===== config.mk =====
export PLATFORM = sky130hd
export DESIGN_NAME = servo_report_frame_parser_top
export DESIGN_NICKNAME = d
export VERILOG_FILES = /design/src/design/srfp_pkg.sv /design/src/design/servo_report_frame_parser_top.sv
export VERILOG_INCLUDE_DIRS = /design/src /design/src/design
export SDC_FILE = /design/constraint.sdc
export NUM_CORES = 1
export LEC_CHECK = 0
export ABC_AREA = 1
export CAP_MARGIN = 30
export CORE_MARGIN = 2
export CORE_UTILIZATION = 39
export DETAILED_ROUTE_END_ITERATION = 10
export DONT_BUFFER_PORTS = 1
export GPL_TIMING_DRIVEN = 0
export PLACE_DENSITY = 0.58
export RECOVER_POWER = 100
export SETUP_SLACK_MARGIN = 0.2
export SLEW_MARGIN = 10
export SYNTH_ARGS = -nofsm -noshare
export SYNTH_HDL_FRONTEND = slang
export SYNTH_SLANG_ARGS = --single-unit

===== constraint.sdc =====
create_clock -name clk -period 2.99 [get_ports clk]
set_input_delay 0 -clock clk [delete_from_list [all_inputs] [get_ports clk]]
set_output_delay 0 -clock clk [all_outputs]
set_load 0.03 [all_outputs]

===== src/design/servo_report_frame_parser_top_assert.svh =====
// Assertion macros for the servo report frame parser.
`ifndef SERVO_REPORT_FRAME_PARSER_TOP_ASSERT_SVH
`define SERVO_REPORT_FRAME_PARSER_TOP_ASSERT_SVH

// The consequent must hold in the same cycle as the antecedent.
`define SRFP_ASSERT_NOW(lbl, ante, cons, msg) \
	lbl: assert property (@(posedge clk) disable iff (!arst_n) (ante) |-> (cons)) \
		else $error(msg);

// The consequent must hold in the cycle after the antecedent.
`define SRFP_ASSERT_NEXT(lbl, ante, cons, msg) \
	lbl: assert property (@(posedge clk) disable iff (!arst_n) (ante) |=> (cons)) \
		else $error(msg);

`endif


===== src/design/srfp_pkg.sv =====
// Constants and widths for the servo report frame parser.
package srfp_pkg;

	localparam int FRAME_BYTES = 64;

	localparam logic [7:0] HDR_BYTE = 8'h55;
	localparam logic [7:0] CMD_RUN  = 8'h06;
	localparam logic [7:0] CMD_STOP = 8'h07;
	localparam logic [7:0] CMD_DONE = 8'h08;
	localparam logic [7:0] CMD_BATT = 8'h0F;

	localparam int EV_INVALID   = 0;
	localparam int EV_STARTED   = 1;
	localparam int EV_STOPPED   = 2;
	localparam int EV_COMPLETED = 3;
	localparam int EV_BATTERY   = 4;
	localparam int EV_W         = 5;

	localparam logic OP_FEED = 1'b0;
	localparam logic OP_TAKE = 1'b1;

	localparam int IN_DATA_W  = 8;
	localparam int OUT_DATA_W = 56;

	typedef logic [EV_W-1:0] events_t;

endpackage


===== src/design/servo_report_frame_parser_top.sv =====
// Servo report frame parser: input register, byte decode, result register.
// An accepted item is held in the input register and its result in the result register.
// Throughput: one item per cycle while results are taken; a held result register stalls the input.
// The header, length and parameter decode is one pass between those registers.
// Reset clears the frame hunt, the pending events and the report values at once.
module servo_report_frame_parser_top #(
	parameter int FRAME_BYTES = srfp_pkg::FRAME_BYTES
) (
	input  logic                              clk,
	input  logic                              arst_n,
	input  logic                              s_tvalid,
	output logic                              s_tready,
	input  logic [srfp_pkg::IN_DATA_W-1:0]    s_tdata,  // [7:0] rx_byte
	input  logic                              s_tuser,  // [0] operation
	output logic                              m_tvalid,
	input  logic                              m_tready,
	// [4:0] event_bits, [12:5] last_command, [20:13] run_group,
	// [36:21] loop_total, [52:37] supply_mv, [55:53] zero
	output logic [srfp_pkg::OUT_DATA_W-1:0]   m_tdata,
	output logic                              m_tlast   // frame_done
);

	localparam int CW = $clog2(FRAME_BYTES + 1);
	localparam logic [CW-1:0] CNT_HUNT = CW'(0);
	localparam logic [CW-1:0] CNT_HDR1 = CW'(1);
	localparam logic [CW-1:0] CNT_LEN  = CW'(2);
	localparam logic [CW-1:0] CNT_CMD  = CW'(3);
	localparam logic [CW-1:0] CNT_PAR0 = CW'(4);

	// Input register.
	logic                         valid_s1;
	logic                         op_s1;
	logic [7:0]                   byte_s1;

	// Parser state.
	logic [CW-1:0]                byte_count_q, byte_count_n;
	logic [7:0]                   frame_length_q, frame_length_n;
	logic [7:0]                   frame_command_q, frame_command_n;
	logic [2:0][7:0]              param_bytes_q, param_bytes_n;
	srfp_pkg::events_t            pending_events_q, pending_events_n;
	logic [7:0]                   report_command_q, report_command_n;
	logic [7:0]                   report_group_q, report_group_n;
	logic [15:0]                  report_repeat_q, report_repeat_n;
	logic [15:0]                  report_mv_q, report_mv_n;

	srfp_pkg::events_t            ev_set;
	srfp_pkg::events_t            ev_out;
	logic                         done_c;
	logic                         bad_len;
	logic [CW-1:0]                cnt_inc;
	logic                         advance;

	// Result register.
	logic                         valid_q;
	logic [srfp_pkg::OUT_DATA_W-1:0] data_q;
	logic                         done_q;

	assign advance  = valid_s1 && (!valid_q || m_tready);
	assign s_tready = !valid_s1 || advance;
	assign m_tvalid = valid_q;
	assign m_tdata  = data_q;
	assign m_tlast  = done_q;

	always_ff @(posedge clk or negedge arst_n) begin
		if (!arst_n) begin
			valid_s1 <= 1'b0;
		end else if (s_tready) begin
			valid_s1 <= s_tvalid;
		end
	end

	always_ff @(posedge clk) begin
		if (s_tvalid && s_tready) begin
			op_s1   <= s_tuser;
			byte_s1 <= s_tdata;
		end
	end

	assign bad_len = (byte_s1 < 8'd2) || ({1'b0, byte_s1} > 9'(FRAME_BYTES - 2));
	assign cnt_inc = byte_count_q + CW'(1);

	always_comb begin
		byte_count_n     = byte_count_q;
		frame_length_n   = frame_length_q;
		frame_command_n  = frame_command_q;
		param_bytes_n    = param_bytes_q;
		report_command_n = report_command_q;
		report_group_n   = report_group_q;
		report_repeat_n  = report_repeat_q;
		report_mv_n      = report_mv_q;
		ev_set           = '0;
		done_c           = 1'b0;
		if (op_s1 == srfp_pkg::OP_FEED) begin
			if (byte_count_q == CNT_HUNT) begin
				if (byte_s1 == srfp_pkg::HDR_BYTE) begin
					byte_count_n = CNT_HDR1;
				end
			end else if (byte_count_q == CNT_HDR1) begin
				byte_count_n = (byte_s1 == srfp_pkg::HDR_BYTE) ? CNT_LEN : CNT_HUNT;
			end else if (byte_count_q == CNT_LEN) begin
				if (bad_len) begin
					ev_set[srfp_pkg::EV_INVALID] = 1'b1;
					// A bad length that is itself a header byte counts as the first header.
					byte_count_n = (byte_s1 == srfp_pkg::HDR_BYTE) ? CNT_HDR1 : CNT_HUNT;
				end else begin
					frame_length_n = byte_s1;
					byte_count_n   = CNT_CMD;
				end
			end else begin
				if (byte_count_q == CNT_CMD) begin
					frame_command_n = byte_s1;
				end
				for (int i = 0; i < 3; i++) begin
					if (byte_count_q == CNT_PAR0 + CW'(i)) begin
						param_bytes_n[i] = byte_s1;
					end
				end
				if (10'(cnt_inc) == 10'(frame_length_q) + 10'd2) begin
					done_c           = 1'b1;
					byte_count_n     = CNT_HUNT;
					report_command_n = frame_command_n;
					case (frame_command_n)
						srfp_pkg::CMD_RUN, srfp_pkg::CMD_DONE: begin
							if (frame_length_q == 8'd5) begin
								report_group_n  = param_bytes_n[0];
								report_repeat_n = {param_bytes_n[2], param_bytes_n[1]};
								if (frame_command_n == srfp_pkg::CMD_RUN) begin
									ev_set[srfp_pkg::EV_STARTED] = 1'b1;
								end else begin
									ev_set[srfp_pkg::EV_COMPLETED] = 1'b1;
								end
							end else begin
								ev_set[srfp_pkg::EV_INVALID] = 1'b1;
							end
						end
						srfp_pkg::CMD_STOP: begin
							if (frame_length_q == 8'd2) begin
								ev_set[srfp_pkg::EV_STOPPED] = 1'b1;
							end else begin
								ev_set[srfp_pkg::EV_INVALID] = 1'b1;
							end
						end
						srfp_pkg::CMD_BATT: begin
							if (frame_length_q == 8'd4) begin
								report_mv_n = {param_bytes_n[1], param_bytes_n[0]};
								ev_set[srfp_pkg::EV_BATTERY] = 1'b1;
							end else begin
								ev_set[srfp_pkg::EV_INVALID] = 1'b1;
							end
						end
						default: begin
						end
					endcase
				end else begin
					byte_count_n = cnt_inc;
				end
			end
			pending_events_n = pending_events_q | ev_set;
			ev_out           = pending_events_n;
		end else begin
			// A take reports what was pending and then clears it.
			pending_events_n = '0;
			ev_out           = pending_events_q;
		end
	end

	always_ff @(posedge clk or negedge arst_n) begin
		if (!arst_n) begin
			byte_count_q     <= CNT_HUNT;
			pending_events_q <= '0;
			report_command_q <= '0;
			report_group_q   <= '0;
			report_repeat_q  <= '0;
			report_mv_q      <= '0;
		end else if (advance) begin
			byte_count_q     <= byte_count_n;
			pending_events_q <= pending_events_n;
			report_command_q <= report_command_n;
			report_group_q   <= report_group_n;
			report_repeat_q  <= report_repeat_n;
			report_mv_q      <= report_mv_n;
		end
	end

	always_ff @(posedge clk) begin
		if (advance) begin
			frame_length_q  <= frame_length_n;
			frame_command_q <= frame_command_n;
			param_bytes_q   <= param_bytes_n;
		end
	end

	always_ff @(posedge clk or negedge arst_n) begin
		if (!arst_n) begin
			valid_q <= 1'b0;
		end else if (advance) begin
			valid_q <= 1'b1;
		end else if (m_tready) begin
			valid_q <= 1'b0;
		end
	end

	always_ff @(posedge clk) begin
		if (advance) begin
			data_q <= {3'b000, report_mv_n, report_repeat_n, report_group_n,
				report_command_n, ev_out};
			done_q <= done_c;
		end
	end

	`include "servo_report_frame_parser_top_assert.svh"

	`SRFP_ASSERT_NEXT(a_take_clears, advance && (op_s1 == srfp_pkg::OP_TAKE), pending_events_q == '0, "take did not clear pending events")
	`SRFP_ASSERT_NEXT(a_done_rehunt, advance && done_c, byte_count_q == CNT_HUNT, "parser did not return to hunting after a frame")
	`SRFP_ASSERT_NOW(a_count_range, 1'b1, 10'(byte_count_q) < 10'(FRAME_BYTES), "byte count beyond frame store")

endmodule


After elaboration in Yosys (flattened, before gate mapping)
Cells that the tools add are included.
{"block": "totals", "input_bits": 13, "word_cells": 125, "register_bits": 165, "output_inout_bits": 59}
{"block": "classes", "reduce_logical": 14, "eq_ne": 16, "muxes": 68, "n_lt_le_gt_ge": 2, "add_sub_neg": 2, "bitwise": 6}
{"op": "16-bit two-way mux", "n": 14}
{"op": "8-bit two-way mux", "n": 20}
{"op": "7-bit two-way mux", "n": 5}
{"op": "8-bit by 3-bit == test with 1-bit output, second input constant", "n": 4}
{"op": "5-bit two-way mux", "n": 6}
{"op": "7-bit by 3-bit == test with 1-bit output, second input constant", "n": 3}
{"op": "1-bit two-way mux", "n": 19}
{"op": "8-bit by 4-bit == test with 1-bit output, second input constant", "n": 2}
{"op": "7-bit by 2-bit == test with 1-bit output, second input constant", "n": 2}
{"op": "8-bit by 2-bit adder with 9-bit output, second input constant", "n": 1}
{"op": "7-bit by 9-bit == test with 1-bit output", "n": 1}
{"op": "8-bit by 2-bit == test with 1-bit output, second input constant", "n": 1}
{"op": "8-bit by 7-bit == test with 1-bit output, second input constant", "n": 1}
{"op": "8-bit by 6-bit > comparator with 1-bit output, second input constant", "n": 1}
{"op": "8-bit by 2-bit less-than comparator with 1-bit output, second input constant", "n": 1}
{"op": "7-bit by 1-bit adder with 7-bit output, second input constant", "n": 1}
{"op": "7-bit by 1-bit == test with 1-bit output, second input constant", "n": 1}
{"op": "7-bit logical NOT", "n": 1}
{"op": "6-bit AND reduction", "n": 1}
{"op": "1-bit NOT", "n": 5}
{"op": "5-bit bitwise OR", "n": 1}
{"op": "5-bit AND reduction", "n": 1}
{"op": "2-bit two-way mux", "n": 2}
{"op": "4-bit two-way mux", "n": 1}
{"op": "9 further kinds", "n": 13}

Logic depth before layout (Yosys ltp)
{"block": "logic_depth", "ltp_word": 17, "ltp_mapped": 17, "ltp_nobuf": 15}

Least setup slack after synthesis
No wires, ideal clock.
{"block": "synth_path", "path_type": "register to register", "startpoint": "reg byte_count_q[0]", "endpoint": "reg byte_count_q[2]", "path_stages_with_launch": 10, "path_buffers": 0, "synth_period_minus_slack_ns": 3.155, "setup_time_ns": 0.092, "required_time_ns": 2.898, "arrival_time_ns": 3.063, "path_slack_ns": -0.165, "cell_sequence": "dfrtp_1 inv_1 ha_1 inv_1 nor3_1 nor3_1 nand2_1 nor2_1 nand2_1 o22ai_1"}
{"block": "synth_via", "elab_chain_len": 6, "word_cells_on_any_way": 11, "classes_between": "1 x add/sub; 4 x eq/ne; 4 x mux; 2 x reduce/logical"}
{"item": "start: declaration", "line": "servo_report_frame_parser_top.sv:36", "text": "logic [CW-1:0] byte_count_q, byte_count_n;"}
{"item": "start signal: assignment", "line": "servo_report_frame_parser_top.sv:176", "text": "byte_count_q <= byte_count_n;"}
{"item": "7-bit by 1-bit adder with 7-bit output", "line": "servo_report_frame_parser_top.sv:80", "text": "assign cnt_inc = byte_count_q + CW'(1);"}
{"item": "7-bit by 9-bit == test with 1-bit output", "line": "servo_report_frame_parser_top.sv:118", "text": "if (10'(cnt_inc) == 10'(frame_length_q) + 10'd2) begin"}
{"item": "7-bit two-way mux", "line": "servo_report_frame_parser_top.sv:118"}
{"item": "7-bit two-way mux", "line": "servo_report_frame_parser_top.sv:100", "text": "end else if (byte_count_q == CNT_LEN) begin"}
{"item": "7-bit two-way mux", "line": "servo_report_frame_parser_top.sv:98", "text": "end else if (byte_count_q == CNT_HDR1) begin"}
{"item": "7-bit two-way mux", "line": "servo_report_frame_parser_top.sv:94", "text": "if (byte_count_q == CNT_HUNT) begin"}
Several ways; a longest one is shown, not always the timed one.
A chain may end at the register's enable or synchronous reset.

Worst setup path after layout
{"block": "layout_path", "startpoint": "reg byte_count_q[1]", "endpoint": "reg data_q, in the netlist m_tdata[52] (data pin)"}
{"block": "layout_via", "elab_chain_len": 13, "word_cells_on_any_way": 21, "classes_between": "1 x add/sub; 6 x eq/ne; 13 x mux; 1 x reduce/logical"}
{"item": "7-bit by 2-bit == test with 1-bit output", "line": "servo_report_frame_parser_top.sv:110", "text": "if (byte_count_q == CNT_CMD) begin"}
{"item": "8-bit two-way mux", "line": "servo_report_frame_parser_top.sv:110"}
{"item": "8-bit two-way mux", "line": "servo_report_frame_parser_top.sv:100"}
{"item": "8-bit two-way mux", "line": "servo_report_frame_parser_top.sv:98"}
{"item": "8-bit two-way mux", "line": "servo_report_frame_parser_top.sv:94"}
{"item": "8-bit two-way mux", "line": "servo_report_frame_parser_top.sv:93", "text": "if (op_s1 == srfp_pkg::OP_FEED) begin"}
{"item": "8-bit by 4-bit == test with 1-bit output", "line": "servo_report_frame_parser_top.sv:122", "text": "case (frame_command_n)"}
{"item": "16-bit two-way mux", "line": "servo_report_frame_parser_top.sv:122"}
{"item": "16-bit two-way mux", "line": "servo_report_frame_parser_top.sv:118"}
{"item": "16-bit two-way mux", "line": "servo_report_frame_parser_top.sv:100"}
{"item": "16-bit two-way mux", "line": "servo_report_frame_parser_top.sv:98"}
{"item": "16-bit two-way mux (*)", "line": "servo_report_frame_parser_top.sv:94"}
{"item": "16-bit two-way mux (*)", "line": "servo_report_frame_parser_top.sv:93"}
{"item": "via report_mv_n[15]", "line": "servo_report_frame_parser_top.sv:44", "text": "logic [15:0] report_mv_q, report_mv_n;"}
{"item": "end signal: assignment", "line": "servo_report_frame_parser_top.sv:205", "text": "data_q <= {3'b000, report_mv_n, report_repeat_n, report_group_n,"}
{"item": "end: declaration", "line": "servo_report_frame_parser_top.sv:55", "text": "logic [srfp_pkg::OUT_DATA_W-1:0] data_q;"}
Mark *: on every way through the listed nets, which the timed path passes. The rest lies on a longest branch. The select of a mux whose other input is x is not followed.

==> results.sh <==
export IMPL_clock_latency_ns=0.43
export IMPL_holdWs_ns=0.2021
export IMPL_wire_per_inst_um=15.13
export IMPL_violations="max-capacitance violations, max-slew violations"
export IMPL_first_global_vias=5514
export IMPL_synth_distinct_cells=34
export IMPL_fin_ws_ns=0.1733
export IMPL_hpwl_um=12770
export IMPL_fp_dieW_um=147.2
export IMPL_clock_skew_ns=0.01471
export IMPL_layout_drive_gt1_share=0.1089
export IMPL_synth_warnings=0
export IMPL_setup_viol_count_final=0
export IMPL_drtIter0Drc=399
export IMPL_vias=5810
export IMPL_tightest_slew_ns=1.694
export IMPL_core_area_um2=20170
export IMPL_min_delay_path_class="input port to register"
export IMPL_pre_cts_ws_ns=0.06362
export IMPL_cts_tree="done"
export IMPL_initial_core_util=0.3964
export IMPL_gp_congestion=0.8680
export IMPL_worst_setup_path_end_kind="register"
export IMPL_crit_path_start_kind="register"
export IMPL_cp_data_arrival_time_ns=2.99
export IMPL_synth_common_cells="235 x nand2_1, 150 x inv_1, 103 x edfxtp_1"
export IMPL_power_density_nw_per_um2=785.0
export IMPL_max_vdd_ir_drop_mv=0.6541
export IMPL_relSlewSlack=-0.1292
export IMPL_synth_cell_area_um2=7995
export IMPL_period_minus_slack_ns=2.817
export IMPL_die_area_um2=21660
export IMPL_io_pins=72
export IMPL_rsz0062_at_grt="false"
export IMPL_wl_met3_um=1023
export IMPL_h_tree_depth=4
export IMPL_power_mw=7.266
export IMPL_ys_ff_latch=165
export IMPL_place_area_um2=8392
export IMPL_synth_edf_count=103
export IMPL_syn2layout_area_growth_pct=15.77
export IMPL_p_leak_nw=4.436
export IMPL_synth_area_per_cell_um2=9.024
export IMPL_cp_max_fo=10
export IMPL_status="finished, violations left"
export IMPL_async_flop_share=0.3758
export IMPL_required_ns=3.17
export IMPL_fp_row_count=52
export IMPL_viasPerCell=4.778
export IMPL_nNetsFinal=951
export IMPL_synth_main_ff_cell="edfxtp_1"
export IMPL_synthCells=886
export IMPL_timing_fmax_ghz=0.3550
export IMPL_portBuffers=0
export IMPL_grt_pass1_wl_um=29430
export IMPL_drc=0
export IMPL_final_hold_violation_count=0
export IMPL_clk_pin_slew_ns=0.07
export IMPL_grt_overflow_total=0
export IMPL_max_cap_viol_count=1
export IMPL_grt_antenna_before_repair=0
export IMPL_cts_sinks=165
export IMPL_ant_nets=0
export IMPL_grt_max_degree=63
export IMPL_clockBufferDepth=2
export IMPL_topRoutingLayerUsed="met4"
export IMPL_synth_most_common_cell="nand2_1"
export IMPL_cts_root_buffer="clkbuf_16"
export IMPL_synth_top_area_share=0.3869
export IMPL_diodes=0
export IMPL_track_usage=0.1753
export IMPL_dr_wl_met2_um=8078
export IMPL_criticalPathCategory="register to register"
export IMPL_final_cell_area_um2=9256
export IMPL_synth_area_leader_cell="edfxtp_1"
export IMPL_dr_pass1_iters=5
export IMPL_wl_met1_um=9126
export IMPL_synth_top_cells_by_area="edfxtp_1 39%, dfrtp_1 19%, nand2_1 11%, inv_1 7.0%, nand3_1 5.8%"
export IMPL_dieHeight_um=147.2
export IMPL_final_util=0.4589
export IMPL_postRouteWirelength_um=18400
export IMPL_cts_buffers=17
export IMPL_finalMaxSlewViolations=63
export IMPL_ys_seq_area_frac=0.5809
export IMPL_fin_crit_sh=0.9420
-- through the flow --
step / setup TNS [ns] / instances
3_3_place_gp: -7.399 / 1158
6_report: 0 / 1216
5_1_grt: 0 / 1216
2_1_floorplan: 0 / 888
3_5_place_dp: 0 / 1160
4_1_cts: 0 / 1205
-- path summary, 6_finish.rpt --
check                                                end                           from  depth (start not counted)  slack (ns)
min in group asynchronous    byte_count_q[4]$_DFFE_PN0P_                         arst_n                          2        0.56
min reg2reg                report_group_q[4]$_DFFE_PN0P_  report_group_q[4]$_DFFE_PN0P_                          2        0.48
max                                m_tdata[52]$_DFFE_PP_    byte_count_q[1]$_DFFE_PN0P_                         14        0.17
min                                 byte_s1[5]$_DFFE_PP_                     s_tdata[5]                          1        0.20
max in group asynchronous    byte_count_q[0]$_DFFE_PN0P_                         arst_n                          2        1.32
max reg2reg                        m_tdata[52]$_DFFE_PP_    byte_count_q[1]$_DFFE_PN0P_                         14        0.17
-- timing repair --
| item | 4_1_cts | 5_1_grt |
|---|---|---|
| buffers inserted | 0 | 11 |
| endpoints found under the setup margin | 14 | 45 |
| gates resized for setup | 5 | 4 |
| hold endpoints to repair | 82 | 0 |
| hold buffers | 13 | 0 |
| pin swaps | 0 | 1 |
-- flip-flops by register name, indices dropped and copies added, names as in the netlist --
name              count
m_tdata              53
param_bytes_q        24
report_mv_q          16
report_repeat_q      16
byte_s1               8
frame_command_q       8
frame_length_q        8
report_command_q      8
report_group_q        8
byte_count_q          7
pending_events_q      5
m_tlast               1
m_tvalid              1
op_s1                 1
valid_s1              1
-- worst max-delay path, cell delays in order, from the launching register on --
cell and delay, ns:
dfrtp_1 0.49, ha_1 0.24, inv_2 0.07, nor2_8 0.15
buf_4 0.19, nand3_1 0.08, nand2_1 0.12, nand2_1 0.10
nor2_4 0.16, and3_1 0.20, buf_6 0.13, nand2_4 0.10
buf_6 0.17, o21ai_0 0.29, inv_1 0.07
-- where the power goes --
part / switching [mW] / internal [mW]
clock: 0.911 / 1.51
sequential: 0.359 / 2.82
combinational: 1.19 / 0.471
total: 2.46 / 4.81
-- cell type report --
type / count / area, um2
fillers: 1970 / 10910
flip-flops and latches: 165 / 4646
multi-input cells: 536 / 2584
inverters: 157 / 589.3
clock buffers: 21 / 450.4
well taps: 270 / 337.8
repair buffers: 26 / 251.5
clock inverters: 11 / 198.9
plain buffers: 30 / 198.9
-- logic make-up (layout without fill, tap and decap cells) --
group / after synthesis / after routing / share of synthesized area
AND/OR/NAND/NOR: 439 / 439 / 0.2509
buffers and inverters: 187 / 245 / 0.09828
flip-flops: 165 / 165 / 0.5809
AO/OA/AOI/OAI: 80 / 80 / 0.05180
XOR/XNOR: 9 / 9 / 0.009860
adder cells (fa/ha/maj): 5 / 5 / 0.007825
other: 1 / 3 / 0.0004690
-- per-layer routing --
metal | GRT usage | vias to the layer above
met5 | 0 | -
met4 | 0.04327 | 0
met3 | 0.03851 | 14
met2 | 0.2636 | 173
met1 | 0.2589 | 2689
li1 | - | 2934
-- cell usage in the layout (no fill, tap or decap), drive strengths merged, types with 14 or more instances in the layout --
cell type / count
inv: 158
nand2: 257
nor3: 14
buf: 30
nand3: 94
edfxtp: 103
o21ai: 64
nor2: 51
clkbuf: 35
dfrtp: 62
Note: power is estimated with default switching activity, not from simulation.
